## src/rtl/lqi_pkg.sv

```systemverilog
// Package for the LQI position controller: FSM and step types, engine command
// and response structs, fixed-point constants and register codes.
// No dependencies.
`default_nettype none

package lqi_pkg;

	typedef enum logic [1:0] {
		ST_IDLE,
		ST_ISSUE,
		ST_WAIT,
		ST_DONE
	} state_t;

	typedef enum logic [3:0] {
		SP_MUL, SP_DIV, SV_MUL, SV_DIV,
		SC_MUL, SC_DIV, SF_MUL, SI_MUL,
		SS_TAU, SS_POS, SS_VEL, SS_INT,
		SS_DIV, SG_MUL, SW_MUL, SW_DIV
	} step_t;

	typedef struct packed {
		logic               go;
		logic               is_div;
		logic signed [63:0] mcand;
		logic [23:0]        mplier;
		logic [63:0]        dvd;
		logic [19:0]        dsr;
		logic [6:0]         nbits;
	} eng_cmd_t;

	typedef struct packed {
		logic               done;
		logic signed [63:0] prod;
		logic [63:0]        quo;
		logic [19:0]        rem;
	} eng_rsp_t;

	localparam logic [2:0] CFG_REF    = 3'd0;
	localparam logic [2:0] CFG_GAIN   = 3'd1;
	localparam logic [2:0] CFG_FILTER = 3'd2;
	localparam logic [2:0] CFG_DT     = 3'd3;
	localparam logic [2:0] CFG_DBAND  = 3'd4;
	localparam logic [2:0] CFG_PERIOD = 3'd5;

	localparam logic [15:0] GAIN_RST   = 16'd2560;
	localparam logic [8:0]  FILTER_RST = 9'd179;
	localparam logic [15:0] DT_RST     = 16'd66;
	localparam logic [15:0] DBAND_RST  = 16'd655;
	localparam logic [15:0] PERIOD_RST = 16'd1999;

	localparam logic [63:0] POS_NUM = 64'd157696;
	localparam logic [19:0] POS_DEN = 20'd375;
	localparam logic [63:0] VEL_NUM = 64'd630784;
	localparam logic [19:0] VEL_DEN = 20'd15;
	localparam logic [63:0] CUR_NUM = 64'd51200000000;
	localparam logic [19:0] CUR_DEN = 20'd631449;

	localparam logic [23:0] W_TAU   = 24'd65;
	localparam logic [23:0] W_POS   = 24'd50000;
	localparam logic [23:0] W_VEL   = 24'd80000;
	localparam logic [23:0] W_INT   = 24'd5000000;
	localparam logic [19:0] W_SCALE = 20'd1000000;

	localparam logic signed [21:0] WRAP_JUMP_Q = 22'sd327680;
	localparam logic signed [21:0] TWO_PI_Q    = 22'sd411776;

	localparam logic [15:0] PWM_OFS  = 16'd360;
	localparam logic [15:0] PWM_STEP = 16'd4095;
	localparam logic [19:0] PWM_DEN  = 20'd49140;
	localparam logic [63:0] MAG_SAT  = 64'd12;

	function automatic logic signed [31:0] sat32(input logic signed [63:0] v);
		logic signed [31:0] r;
		if (v > 64'sd2147483647)
			r = 32'sh7FFFFFFF;
		else if (v < -64'sd2147483648)
			r = 32'sh80000000;
		else
			r = v[31:0];
		return r;
	endfunction

endpackage

`default_nettype wire

```

## src/rtl/lqi_serial_unit.sv

```systemverilog
// Shared serial arithmetic engine: shift-add multiply, one multiplier bit per
// cycle, and restoring divide, one quotient bit per cycle. Uses lqi_pkg.
`default_nettype none

module lqi_serial_unit (
	input  wire logic              clk,
	input  wire logic              arst_n,
	input  wire lqi_pkg::eng_cmd_t cmd,
	output lqi_pkg::eng_rsp_t      rsp
);
	import lqi_pkg::*;

	logic               busy_q;
	logic               div_q;
	logic [6:0]         cnt_q;
	logic signed [63:0] acc_q;
	logic signed [63:0] mc_q;
	logic [23:0]        mp_q;
	logic [63:0]        dvd_q;
	logic [19:0]        rem_q;
	logic [19:0]        dsr_q;

	logic [20:0] trial;
	logic        fits;
	logic [20:0] rem_nx;
	logic        done;

	assign trial  = {rem_q, dvd_q[63]};
	assign fits   = trial >= {1'b0, dsr_q};
	assign rem_nx = fits ? trial - {1'b0, dsr_q} : trial;
	assign done   = busy_q && (div_q ? (cnt_q == 7'd0) : (mp_q == 24'd0));

	always_ff @(posedge clk or negedge arst_n) begin
		if (!arst_n) begin
			busy_q <= 1'b0;
			div_q  <= 1'b0;
			cnt_q  <= 7'd0;
		end else if (cmd.go) begin
			busy_q <= 1'b1;
			div_q  <= cmd.is_div;
			cnt_q  <= cmd.nbits;
		end else if (done) begin
			busy_q <= 1'b0;
		end else if (busy_q && div_q) begin
			cnt_q <= cnt_q - 7'd1;
		end
	end

	always_ff @(posedge clk) begin
		if (cmd.go) begin
			acc_q <= '0;
			mc_q  <= cmd.mcand;
			mp_q  <= cmd.mplier;
			dvd_q <= cmd.dvd;
			rem_q <= '0;
			dsr_q <= cmd.dsr;
		end else if (busy_q && !done) begin
			if (div_q) begin
				rem_q <= rem_nx[19:0];
				dvd_q <= {dvd_q[62:0], fits};
			end else begin
				if (mp_q[0])
					acc_q <= acc_q + mc_q;
				mc_q <= mc_q <<< 1;
				mp_q <= mp_q >> 1;
			end
		end
	end

	assign rsp.done = done;
	assign rsp.prod = acc_q;
	assign rsp.quo  = dvd_q;
	assign rsp.rem  = rem_q;

endmodule

`default_nettype wire

```

## src/rtl/lqi_position_controller.sv

```systemverilog
// LQI position controller top level: config registers, step sequencer, state
// and output register. Uses lqi_pkg and lqi_serial_unit.
//
//   channel | signals                                    | direction
//   in      | in_valid/in_ready, 4 sample fields         | into block
//   out     | out_valid/out_ready, 4 result fields       | out of block
//   cfg     | cfg_valid/cfg_ready, cfg_index, cfg_data   | into block
//
// After a sample's transfer, sixteen steps run one after another on the shared
// serial multiply/divide engine before out_valid; a multiply step runs until
// its multiplier has no bits left, so a sample's run depends on the bit
// lengths of the data-dependent multipliers. Reset clears the FSM, position,
// filter and integrator state, loads register defaults and empties the output.
// A result waiting on out_ready does not block the next sample from starting.
`default_nettype none

module lqi_position_controller (
	input  wire logic        clk,
	input  wire logic        arst_n,
	input  wire logic        in_valid,
	output logic             in_ready,
	input  wire logic [11:0] encoder_count,
	input  wire logic [15:0] velocity_count,
	input  wire logic        turning_forward,
	input  wire logic [11:0] current_sample,
	output logic             out_valid,
	input  wire logic        out_ready,
	output logic [1:0]       drive_direction,
	output logic [15:0]      pwm_compare,
	output logic [31:0]      total_position_out,
	output logic [31:0]      filtered_current_out,
	input  wire logic        cfg_valid,
	output logic             cfg_ready,
	input  wire logic [2:0]  cfg_index,
	input  wire logic [31:0] cfg_data
);
	import lqi_pkg::*;

	state_t state_q, state_nx;
	step_t  step_q;

	logic signed [31:0] ref_q;
	logic [15:0]        gain_q;
	logic [8:0]         fw_q;
	logic [15:0]        dt_q;
	logic [15:0]        db_q;
	logic [15:0]        per_q;

	logic [20:0]        prev_q;
	logic signed [31:0] tot_q;
	logic signed [31:0] sm_q;
	logic signed [31:0] xi_q;

	logic [11:0]        cnt_q;
	logic [15:0]        vcnt_q;
	logic               fwd_q;
	logic [11:0]        adc_q;

	logic [30:0]        vel_q;
	logic [28:0]        cur_q;
	logic signed [55:0] sum_q;
	logic signed [36:0] s_q;
	logic [1:0]         dir_q;
	logic               msat_q;
	logic [3:0]         m_q;
	logic [15:0]        cmp_q;

	logic               out_valid_q;
	logic [1:0]         out_dir_q;
	logic [15:0]        out_cmp_q;
	logic [31:0]        out_tot_q;
	logic [31:0]        out_cur_q;

	eng_cmd_t cmd;
	eng_rsp_t rsp;

	lqi_serial_unit u_eng (
		.clk    (clk),
		.arst_n (arst_n),
		.cmd    (cmd),
		.rsp    (rsp)
	);

	logic [8:0]         w_eff;
	logic signed [32:0] err;
	logic signed [33:0] err_x;
	logic signed [33:0] db_x;
	logic               outside;
	logic [55:0]        sum_abs;
	logic [15:0]        pwm_x;
	logic [20:0]        pos_nx;
	logic signed [21:0] delta;
	logic signed [33:0] tot_nx;
	logic signed [63:0] f_sum;
	logic signed [63:0] i_add;
	logic [35:0]        s_mag;
	logic signed [63:0] g_shr;
	logic [63:0]        g_abs;
	logic [63:0]        mag;
	logic               load_out;

	assign in_ready  = (state_q == ST_IDLE);
	assign cfg_ready = 1'b1;
	assign w_eff     = (fw_q > 9'd256) ? 9'd256 : fw_q;
	assign err       = 33'(tot_q) - 33'(ref_q);
	assign err_x     = 34'(err);
	assign db_x      = $signed({18'd0, db_q});
	assign outside   = (err_x > db_x) || (err_x < -db_x);
	assign sum_abs   = sum_q[55] ? 56'(-sum_q) : 56'(sum_q);
	assign pwm_x     = msat_q ? 16'd0 : 16'(PWM_OFS + PWM_STEP * {12'd0, m_q});

	assign pos_nx = rsp.quo[20:0];
	assign delta  = $signed({1'b0, pos_nx}) - $signed({1'b0, prev_q});
	always_comb begin
		tot_nx = 34'(tot_q) + 34'(delta);
		if (fwd_q && (delta < -WRAP_JUMP_Q))
			tot_nx = 34'(tot_q) + 34'($signed({1'b0, pos_nx}));
		else if (!fwd_q && (delta > WRAP_JUMP_Q))
			tot_nx = 34'(tot_q) - 34'(TWO_PI_Q - $signed({1'b0, pos_nx}));
	end

	assign f_sum = rsp.prod + $signed({27'd0, cur_q, 8'd0});
	assign i_add = rsp.prod >>> 16;
	assign s_mag = rsp.quo[35:0] + {35'd0, (rsp.rem != 20'd0)};
	assign g_shr = rsp.prod >>> 8;
	assign g_abs = g_shr[63] ? 64'(-g_shr) : 64'(g_shr);
	assign mag   = g_abs >> 16;

	always_comb begin
		cmd        = '0;
		cmd.go     = (state_q == ST_ISSUE);
		case (step_q)
			SP_MUL: begin
				cmd.mcand  = $signed(POS_NUM);
				cmd.mplier = 24'(cnt_q);
			end
			SP_DIV: begin
				cmd.is_div = 1'b1;
				cmd.dvd    = {rsp.prod[29:0], 34'd0};
				cmd.dsr    = POS_DEN;
				cmd.nbits  = 7'd30;
			end
			SV_MUL: begin
				cmd.mcand  = $signed(VEL_NUM);
				cmd.mplier = 24'(vcnt_q);
			end
			SV_DIV: begin
				cmd.is_div = 1'b1;
				cmd.dvd    = {rsp.prod[35:0], 28'd0};
				cmd.dsr    = VEL_DEN;
				cmd.nbits  = 7'd36;
			end
			SC_MUL: begin
				cmd.mcand  = $signed(CUR_NUM);
				cmd.mplier = 24'(adc_q);
			end
			SC_DIV: begin
				cmd.is_div = 1'b1;
				cmd.dvd    = {rsp.prod[47:0], 16'd0};
				cmd.dsr    = CUR_DEN;
				cmd.nbits  = 7'd48;
			end
			SF_MUL: begin
				cmd.mcand  = 64'(sm_q) - $signed({35'd0, cur_q});
				cmd.mplier = 24'(w_eff);
			end
			SI_MUL: begin
				cmd.mcand  = 64'(err);
				cmd.mplier = 24'(dt_q);
			end
			SS_TAU: begin
				cmd.mcand  = 64'(sm_q);
				cmd.mplier = W_TAU;
			end
			SS_POS: begin
				cmd.mcand  = 64'(tot_q);
				cmd.mplier = W_POS;
			end
			SS_VEL: begin
				cmd.mcand  = $signed({33'd0, vel_q});
				cmd.mplier = W_VEL;
			end
			SS_INT: begin
				cmd.mcand  = 64'(xi_q);
				cmd.mplier = W_INT;
			end
			SS_DIV: begin
				cmd.is_div = 1'b1;
				cmd.dvd    = {sum_abs, 8'd0};
				cmd.dsr    = W_SCALE;
				cmd.nbits  = 7'd56;
			end
			SG_MUL: begin
				cmd.mcand  = 64'(s_q);
				cmd.mplier = 24'(gain_q);
			end
			SW_MUL: begin
				cmd.mcand  = $signed({48'd0, per_q});
				cmd.mplier = 24'(pwm_x);
			end
			SW_DIV: begin
				cmd.is_div = 1'b1;
				cmd.dvd    = {rsp.prod[31:0], 32'd0};
				cmd.dsr    = PWM_DEN;
				cmd.nbits  = 7'd32;
			end
			default: begin
				cmd.go = 1'b0;
			end
		endcase
	end

	always_comb begin
		state_nx = state_q;
		load_out = 1'b0;
		case (state_q)
			ST_IDLE: begin
				if (in_valid)
					state_nx = ST_ISSUE;
			end
			ST_ISSUE: begin
				state_nx = ST_WAIT;
			end
			ST_WAIT: begin
				if (rsp.done)
					state_nx = (step_q == SW_DIV) ? ST_DONE : ST_ISSUE;
			end
			ST_DONE: begin
				if (!out_valid_q || out_ready) begin
					load_out = 1'b1;
					state_nx = ST_IDLE;
				end
			end
			default: begin
				state_nx = ST_IDLE;
			end
		endcase
	end

	always_ff @(posedge clk or negedge arst_n) begin
		if (!arst_n) begin
			state_q <= ST_IDLE;
			step_q  <= SP_MUL;
		end else begin
			state_q <= state_nx;
			if (in_valid && in_ready)
				step_q <= SP_MUL;
			else if (state_q == ST_WAIT && rsp.done && step_q != SW_DIV)
				step_q <= step_t'(4'(step_q) + 4'd1);
		end
	end

	always_ff @(posedge clk or negedge arst_n) begin
		if (!arst_n) begin
			ref_q  <= '0;
			gain_q <= GAIN_RST;
			fw_q   <= FILTER_RST;
			dt_q   <= DT_RST;
			db_q   <= DBAND_RST;
			per_q  <= PERIOD_RST;
		end else if (cfg_valid && cfg_ready) begin
			case (cfg_index)
				CFG_REF:    ref_q  <= cfg_data;
				CFG_GAIN:   gain_q <= cfg_data[15:0];
				CFG_FILTER: fw_q   <= cfg_data[8:0];
				CFG_DT:     dt_q   <= cfg_data[15:0];
				CFG_DBAND:  db_q   <= cfg_data[15:0];
				CFG_PERIOD: per_q  <= cfg_data[15:0];
				default: ;
			endcase
		end
	end

	always_ff @(posedge clk or negedge arst_n) begin
		if (!arst_n) begin
			prev_q <= '0;
			tot_q  <= '0;
			sm_q   <= '0;
			xi_q   <= '0;
		end else if (state_q == ST_WAIT && rsp.done) begin
			case (step_q)
				SP_DIV: begin
					prev_q <= pos_nx;
					tot_q  <= sat32(64'(tot_nx));
				end
				SF_MUL: sm_q <= sat32(f_sum >>> 8);
				SI_MUL: begin
					if (outside)
						xi_q <= sat32(64'(xi_q) + i_add);
				end
				default: ;
			endcase
		end
	end

	always_ff @(posedge clk) begin
		if (in_valid && in_ready) begin
			cnt_q  <= encoder_count;
			vcnt_q <= velocity_count;
			fwd_q  <= turning_forward;
			adc_q  <= current_sample;
		end
		if (state_q == ST_WAIT && rsp.done) begin
			case (step_q)
				SV_DIV: vel_q <= (rsp.quo > 64'h7FFFFFFF) ? 31'h7FFFFFFF : rsp.quo[30:0];
				SC_DIV: cur_q <= rsp.quo[28:0];
				SS_TAU: sum_q <= rsp.prod[55:0];
				SS_POS: sum_q <= sum_q + rsp.prod[55:0];
				SS_VEL: sum_q <= sum_q - rsp.prod[55:0];
				SS_INT: sum_q <= sum_q + rsp.prod[55:0];
				SS_DIV: s_q <= sum_q[55] ? -$signed({1'b0, s_mag}) : $signed({1'b0, rsp.quo[35:0]});
				SG_MUL: begin
					dir_q  <= (g_shr < 0) ? 2'd1 : ((g_shr > 0) ? 2'd2 : 2'd0);
					msat_q <= mag >= MAG_SAT;
					m_q    <= mag[3:0];
				end
				SW_DIV: cmp_q <= msat_q ? per_q : rsp.quo[15:0];
				default: ;
			endcase
		end
		if (load_out) begin
			out_dir_q <= dir_q;
			out_cmp_q <= cmp_q;
			out_tot_q <= tot_q;
			out_cur_q <= sm_q;
		end
	end

	always_ff @(posedge clk or negedge arst_n) begin
		if (!arst_n)
			out_valid_q <= 1'b0;
		else if (load_out)
			out_valid_q <= 1'b1;
		else if (out_ready)
			out_valid_q <= 1'b0;
	end

	assign out_valid            = out_valid_q;
	assign drive_direction      = out_dir_q;
	assign pwm_compare          = out_cmp_q;
	assign total_position_out   = out_tot_q;
	assign filtered_current_out = out_cur_q;

`ifndef SYNTHESIS
	a_start_issue: assert property (@(posedge clk) disable iff (!arst_n)
		in_valid && in_ready |=> state_q == ST_ISSUE)
		else $error("sample transfer did not start the sequencer");

	a_done_in_wait: assert property (@(posedge clk) disable iff (!arst_n)
		rsp.done |-> state_q == ST_WAIT)
		else $error("engine finished outside a wait step");

	a_dir_code: assert property (@(posedge clk) disable iff (!arst_n)
		out_valid |-> drive_direction != 2'd3)
		else $error("illegal drive direction code");

	a_pwm_sat: assert property (@(posedge clk) disable iff (!arst_n)
		out_valid |-> pwm_compare <= per_q)
		else $error("pwm compare above period");
`endif

endmodule

`default_nettype wire

```

## config.mk

```make
export PLATFORM = sky130hd
export DESIGN_NAME = lqi_position_controller
export DESIGN_NICKNAME = d
export VERILOG_FILES = /design/src/rtl/lqi_pkg.sv /design/src/rtl/lqi_serial_unit.sv /design/src/rtl/lqi_position_controller.sv
export SDC_FILE = /design/constraint.sdc
export NUM_CORES = 2
export LEC_CHECK = 0
export ABC_AREA = 1
export BUFFER_PORTS_ARGS = -buffer_cell sky130_fd_sc_hd__buf_2
export CORE_MARGIN = 2
export CORE_UTILIZATION = 40
export DETAILED_ROUTE_END_ITERATION = 10
export GPL_TIMING_DRIVEN = 0
export SLEW_MARGIN = 20
export SYNTH_ARGS = -nofsm -noshare
export SYNTH_HDL_FRONTEND = slang
export SYNTH_SLANG_ARGS = --single-unit
```

## constraint.sdc

```tcl
create_clock -name clk -period 20.1 [get_ports clk]
set_input_delay 0 -clock clk [delete_from_list [all_inputs] [get_ports clk]]
set_output_delay 0 -clock clk [all_outputs]
set_load 0.05 [all_outputs]
```

==> impl_summary.md <==
Cells and area
Once layout is done, the placed cells without fillers occupy 71,500 um2. The growth of design area from synthesis to finish is 13.9%. In the layout the commonest cells are sky130_fd_sc_hd__nand2_1 (2,109), sky130_fd_sc_hd__inv_1 (1,057), sky130_fd_sc_hd__nor2_1 (739), sky130_fd_sc_hd__a21oi_1 (668), sky130_fd_sc_hd__o21ai_0 (661). The final net count is around 9,600. The share of cells above drive strength 1 is 5.97%.

The most common cell after layout, fill and taps aside is sky130_fd_sc_hd__nand2_1.

GRT
Entering global routing, the biggest net connects 91 pins. The first global-routing pass estimated roughly 400,000 um of wire. The number of antenna violations at the first check in global routing came to 15.

Global routing used 34.0% of the available tracks across all layers. Global routing finished with a remaining overflow of 0. The via count of the first global-routing pass was 60,900.

STA
Setup repair after global routing left no endpoint under its margin. The final clock period utilization by the worst path is 43.5%. The max-slew headroom at the worst pin is 17.3%. The number of max-slew violations in the final report was 0.

For the pin with the worst max-slew slack, the measured transition is 1.24 ns. The post-route worst hold slack is 0.0125 ns. Summed over all failing endpoints, the final setup total negative slack is 0 ns. Setup violations remaining at the end of the flow were counted as 0.

The final setup skew is 0.0730 ns. The maximum clock frequency is 114 MHz. The final number of hold-violating endpoints is 0. The minimum clock period is a little under 9 ns.

Power
The internal power of the cells is 4800 uW. In this run switching power makes up 50.7% of total power. The maximum vdd ir drop is 0.0673 mV. Per report_power, the sequential group accounts for 27.2% of the total. For this design the ratio of total power to cell area is about 140 nW/um2. The cell leakage power is around 0.032 uW.

The combinational cell fraction of total power is 53.6%. The power spent charging and discharging nets is 4940 uW. The clock network burns 19.2% of the power. Overall power consumption after layout is estimated at about 9700 uW.

Placement
Routability-driven placement finished with a final weighted congestion of 1.09. The total of buffers placed on input and output ports is ~160. Once placement finished, the instance area stood at 66,700 um2. The total half-perimeter wirelength after legalization and detailed placement is ~220,000 um.

Clocking
TritonCTS built the clock tree. The maximum level of the CTS H-tree is 3. TritonCTS created 93 clock buffers.

The clock transition time at the flip-flop clock pins of the worst setup and hold paths is 0.06 ns. The post-CTS setup buffer count is 0. Buffers inserted to repair hold after CTS numbered 136.

The clock reaches the later pin of the worst-skew pair after approximately 0.80 ns. Counting every sink on the clock net gives a little under 800. The post-cts sizing count is 0. The cell sitting at the root of the clock tree is a sky130_fd_sc_hd__clkbuf_16. The clock passes through at most 3 buffers.

Synthesis
The warning count from the yosys run is 0. In this run, distinct cell masters in the synthesized netlist total 75. The number of enable-type register cells in the synthesized netlist is 462. The net count after synthesis is 9,141. In this run the mean area of a mapped cell was 7.28 um2. For this run, asynchronously set or reset flops after synthesis account for 30.4%. The cell count after synthesis came out at 8,617.

The register area share after synthesis is 34.3%. The cell area that synthesis handed to floorplanning was between 60,000 and 70,000 um2. After synthesis the netlist holds a flip-flop and latch count of 784. In the synthesized netlist the dominant register cell turns out to be sky130_fd_sc_hd__edfxtp_1.

Setup path
Along the worst path, the maximum fanout reaches 10. The worst-path cell with the longest stage delay is sky130_fd_sc_hd__a21boi_0. The path type of the worst setup path is reg -> reg.

The arrival time at the worst endpoint is about 9.4 ns. The highest cell delay on the worst timing path is 0.57 ns. The worst setup path is captured at a register. STA puts the critical path data required time at 20.74 ns. The worst setup path is launched from a register. The dominant cell type by count on the critical path is sky130_fd_sc_hd__nand2_1.

Floorplan
Measured along the x axis, the die boundary spans 400 um. The number of rows created at floorplan is 145. The die covers 160,000 um2.

The initial utilization of the core area, before any placement, comes to 40.2%. The core region area is ~160,000 um2. The y dimension of the die is 400 um. The number of top-level pins is 166.

Route
The average via count per standard cell is 5.82. After detailed routing, the total wire length is 279,000 um. The count of nets left with antenna violations once routing finished came out at 0.

The via count is 65,100. The number of DRC violations after detailed routing is 0. The per-cell routed wire length is 24.9 um. Before antenna repair, the detailed router went through 7 iterations. The first routing iteration left 8,795 violations.

Job
The number of max-capacitance violations reported is 0.

Run status
The flow ran to the end, and the final reports show no timing, DRC or antenna violations.

Worst hold path
The worst min-delay path category is in -> reg.
[final cells by class]
class | instances | area, um2
clock inverter | 60 | 734
inverter | 1088 | 4090
buffer | 257 | 1090
multi-input combinational | 6488 | 36100
clock buffer | 116 | 2630
timing repair buffer | 324 | 2680
antenna | 4 | 10.0
sequential | 784 | 21500
tap | 2058 | 2570
fill | 15700 | 84500
[worst max-delay path, delay by kind of cell (launching register included)]
kind | cells | cell delay, ns
XOR/XNOR | 1 | 0.41
AND/OR/NAND/NOR | 19 | 2.16
flip-flops | 1 | 0.49
adder cells (fa/ha/maj) | 4 | 1.39
buffers and inverters | 7 | 1.31
AO/OA/AOI/OAI | 10 | 2.79
[per-stage QoR]
| step | std cells | utilization (%) | setup slack, ns |
|---|---|---|---|
| CTS | 11200 | 45.8 | 11.53 |
| global placement | 10800 | 42.4 | 8.66 |
| floorplan | 8617 | - | 12.23 |
| global route | 11200 | 45.8 | 10.81 |
| detailed placement | 10900 | 42.8 | 11.63 |
| finish | 11200 | 45.8 | 11.35 |
[kinds of logic after synthesis]
group | count (synthesis) | synth area share [%]
buffers and inverters | 1345 | 8.23
and+or+nand+nor | 3696 | 24.6
other | 1 | 0.00598
AOI/OAI and AO/OA | 1863 | 17.0
adders and majority gates | 443 | 9.07
DFF | 784 | 34.3
xor gates and xnor gates | 485 | 6.77
[synthesized netlist by cell type (14+ instances only)]
| library cell | instances | area share (%) |
|---|---|---|
| sky130_fd_sc_hd__a211oi_1 | 20 | 0.24 |
| sky130_fd_sc_hd__a21boi_0 | 21 | 0.25 |
| sky130_fd_sc_hd__a21o_1 | 26 | 0.31 |
| sky130_fd_sc_hd__a21oi_1 | 669 | 5.3 |
| sky130_fd_sc_hd__a221oi_1 | 55 | 0.77 |
| sky130_fd_sc_hd__a22o_1 | 18 | 0.25 |
| sky130_fd_sc_hd__a22oi_1 | 22 | 0.26 |
| sky130_fd_sc_hd__a31oi_1 | 90 | 0.90 |
| sky130_fd_sc_hd__buf_1 | 16 | 0.096 |
| sky130_fd_sc_hd__buf_2 | 19 | 0.15 |
| sky130_fd_sc_hd__clkbuf_1 | 208 | 1.2 |
| sky130_fd_sc_hd__clkinv_1 | 18 | 0.11 |
| sky130_fd_sc_hd__dfrtp_1 | 214 | 8.5 |
| sky130_fd_sc_hd__dfstp_2 | 24 | 1.0 |
| sky130_fd_sc_hd__dfxtp_1 | 84 | 2.7 |
| sky130_fd_sc_hd__edfxtp_1 | 462 | 22 |
| sky130_fd_sc_hd__fa_1 | 20 | 0.64 |
| sky130_fd_sc_hd__ha_1 | 423 | 8.4 |
| sky130_fd_sc_hd__inv_1 | 1058 | 6.3 |
| sky130_fd_sc_hd__nand2_1 | 2109 | 13 |
| sky130_fd_sc_hd__nand2_2 | 19 | 0.19 |
| sky130_fd_sc_hd__nand3_1 | 363 | 2.9 |
| sky130_fd_sc_hd__nand3b_1 | 17 | 0.20 |
| sky130_fd_sc_hd__nand4_1 | 114 | 1.1 |
| sky130_fd_sc_hd__nor2_1 | 751 | 4.5 |
| sky130_fd_sc_hd__nor2_2 | 17 | 0.17 |
| sky130_fd_sc_hd__nor3_1 | 160 | 1.3 |
| sky130_fd_sc_hd__nor4_1 | 70 | 0.70 |
| sky130_fd_sc_hd__o211ai_1 | 37 | 0.44 |
| sky130_fd_sc_hd__o21a_1 | 29 | 0.35 |
| sky130_fd_sc_hd__o21ai_0 | 662 | 5.3 |
| sky130_fd_sc_hd__o21ai_1 | 14 | 0.11 |
| sky130_fd_sc_hd__o21bai_1 | 28 | 0.34 |
| sky130_fd_sc_hd__o221ai_1 | 38 | 0.53 |
| sky130_fd_sc_hd__o22ai_1 | 71 | 0.71 |
| sky130_fd_sc_hd__or2_2 | 28 | 0.28 |
| sky130_fd_sc_hd__xnor2_1 | 135 | 1.9 |
| sky130_fd_sc_hd__xor2_1 | 350 | 4.9 |
[flip-flops by register name, indices dropped and copies added (netlist names), 20 cells and up]
register	count
u_eng.mc_q	64
ref_q	32
u_eng.dvd_q	64
sum_q	56
xi_q	32
filtered_current_out	32
cur_q	29
total_position_out	32
u_eng.mp_q	23
s_q	37
u_eng.rem_q	20
sm_q	32
vel_q	31
u_eng.acc_q	64
prev_q	21
tot_q	32
[final timing paths]
kind | start | end | slack [ns] | depth (start not counted)
min in group asynchronous | arst_n | ref_q[16] | 0.45 | 4
max reg2reg | u_eng.dvd_q[0] | tot_q[14] | 11.35 | 41
max | u_eng.dvd_q[0] | tot_q[14] | 11.35 | 41
max in group asynchronous | arst_n | out_valid | 19.13 | 4
min | cfg_data[31] | ref_q[31] | 0.01 | 4
min reg2reg | cmp_q[11] | pwm_compare[11] | 0.41 | 0
[power groups by stage]
stage	clock network (uW)	registers (uW)	logic [uW]
CTS	1870	2600	5100
detailed placement	0	2630	5040
floorplan	0	2480	3470
global route	1940	2640	5730
global placement	0	2660	4970
finish	1870	2650	5220
[routing by layer]
layer	wire [um]	track usage, %	vias up	share of wire, %
met5	56	0	-	0.020
met4	15400	16.3	8	5.5
met3	29200	6.57	695	10
met2	117000	50.7	3520	42
met1	117000	47.0	30900	42
li1	-	-	30000	-
Note: power is estimated with default switching activity, not from simulation.
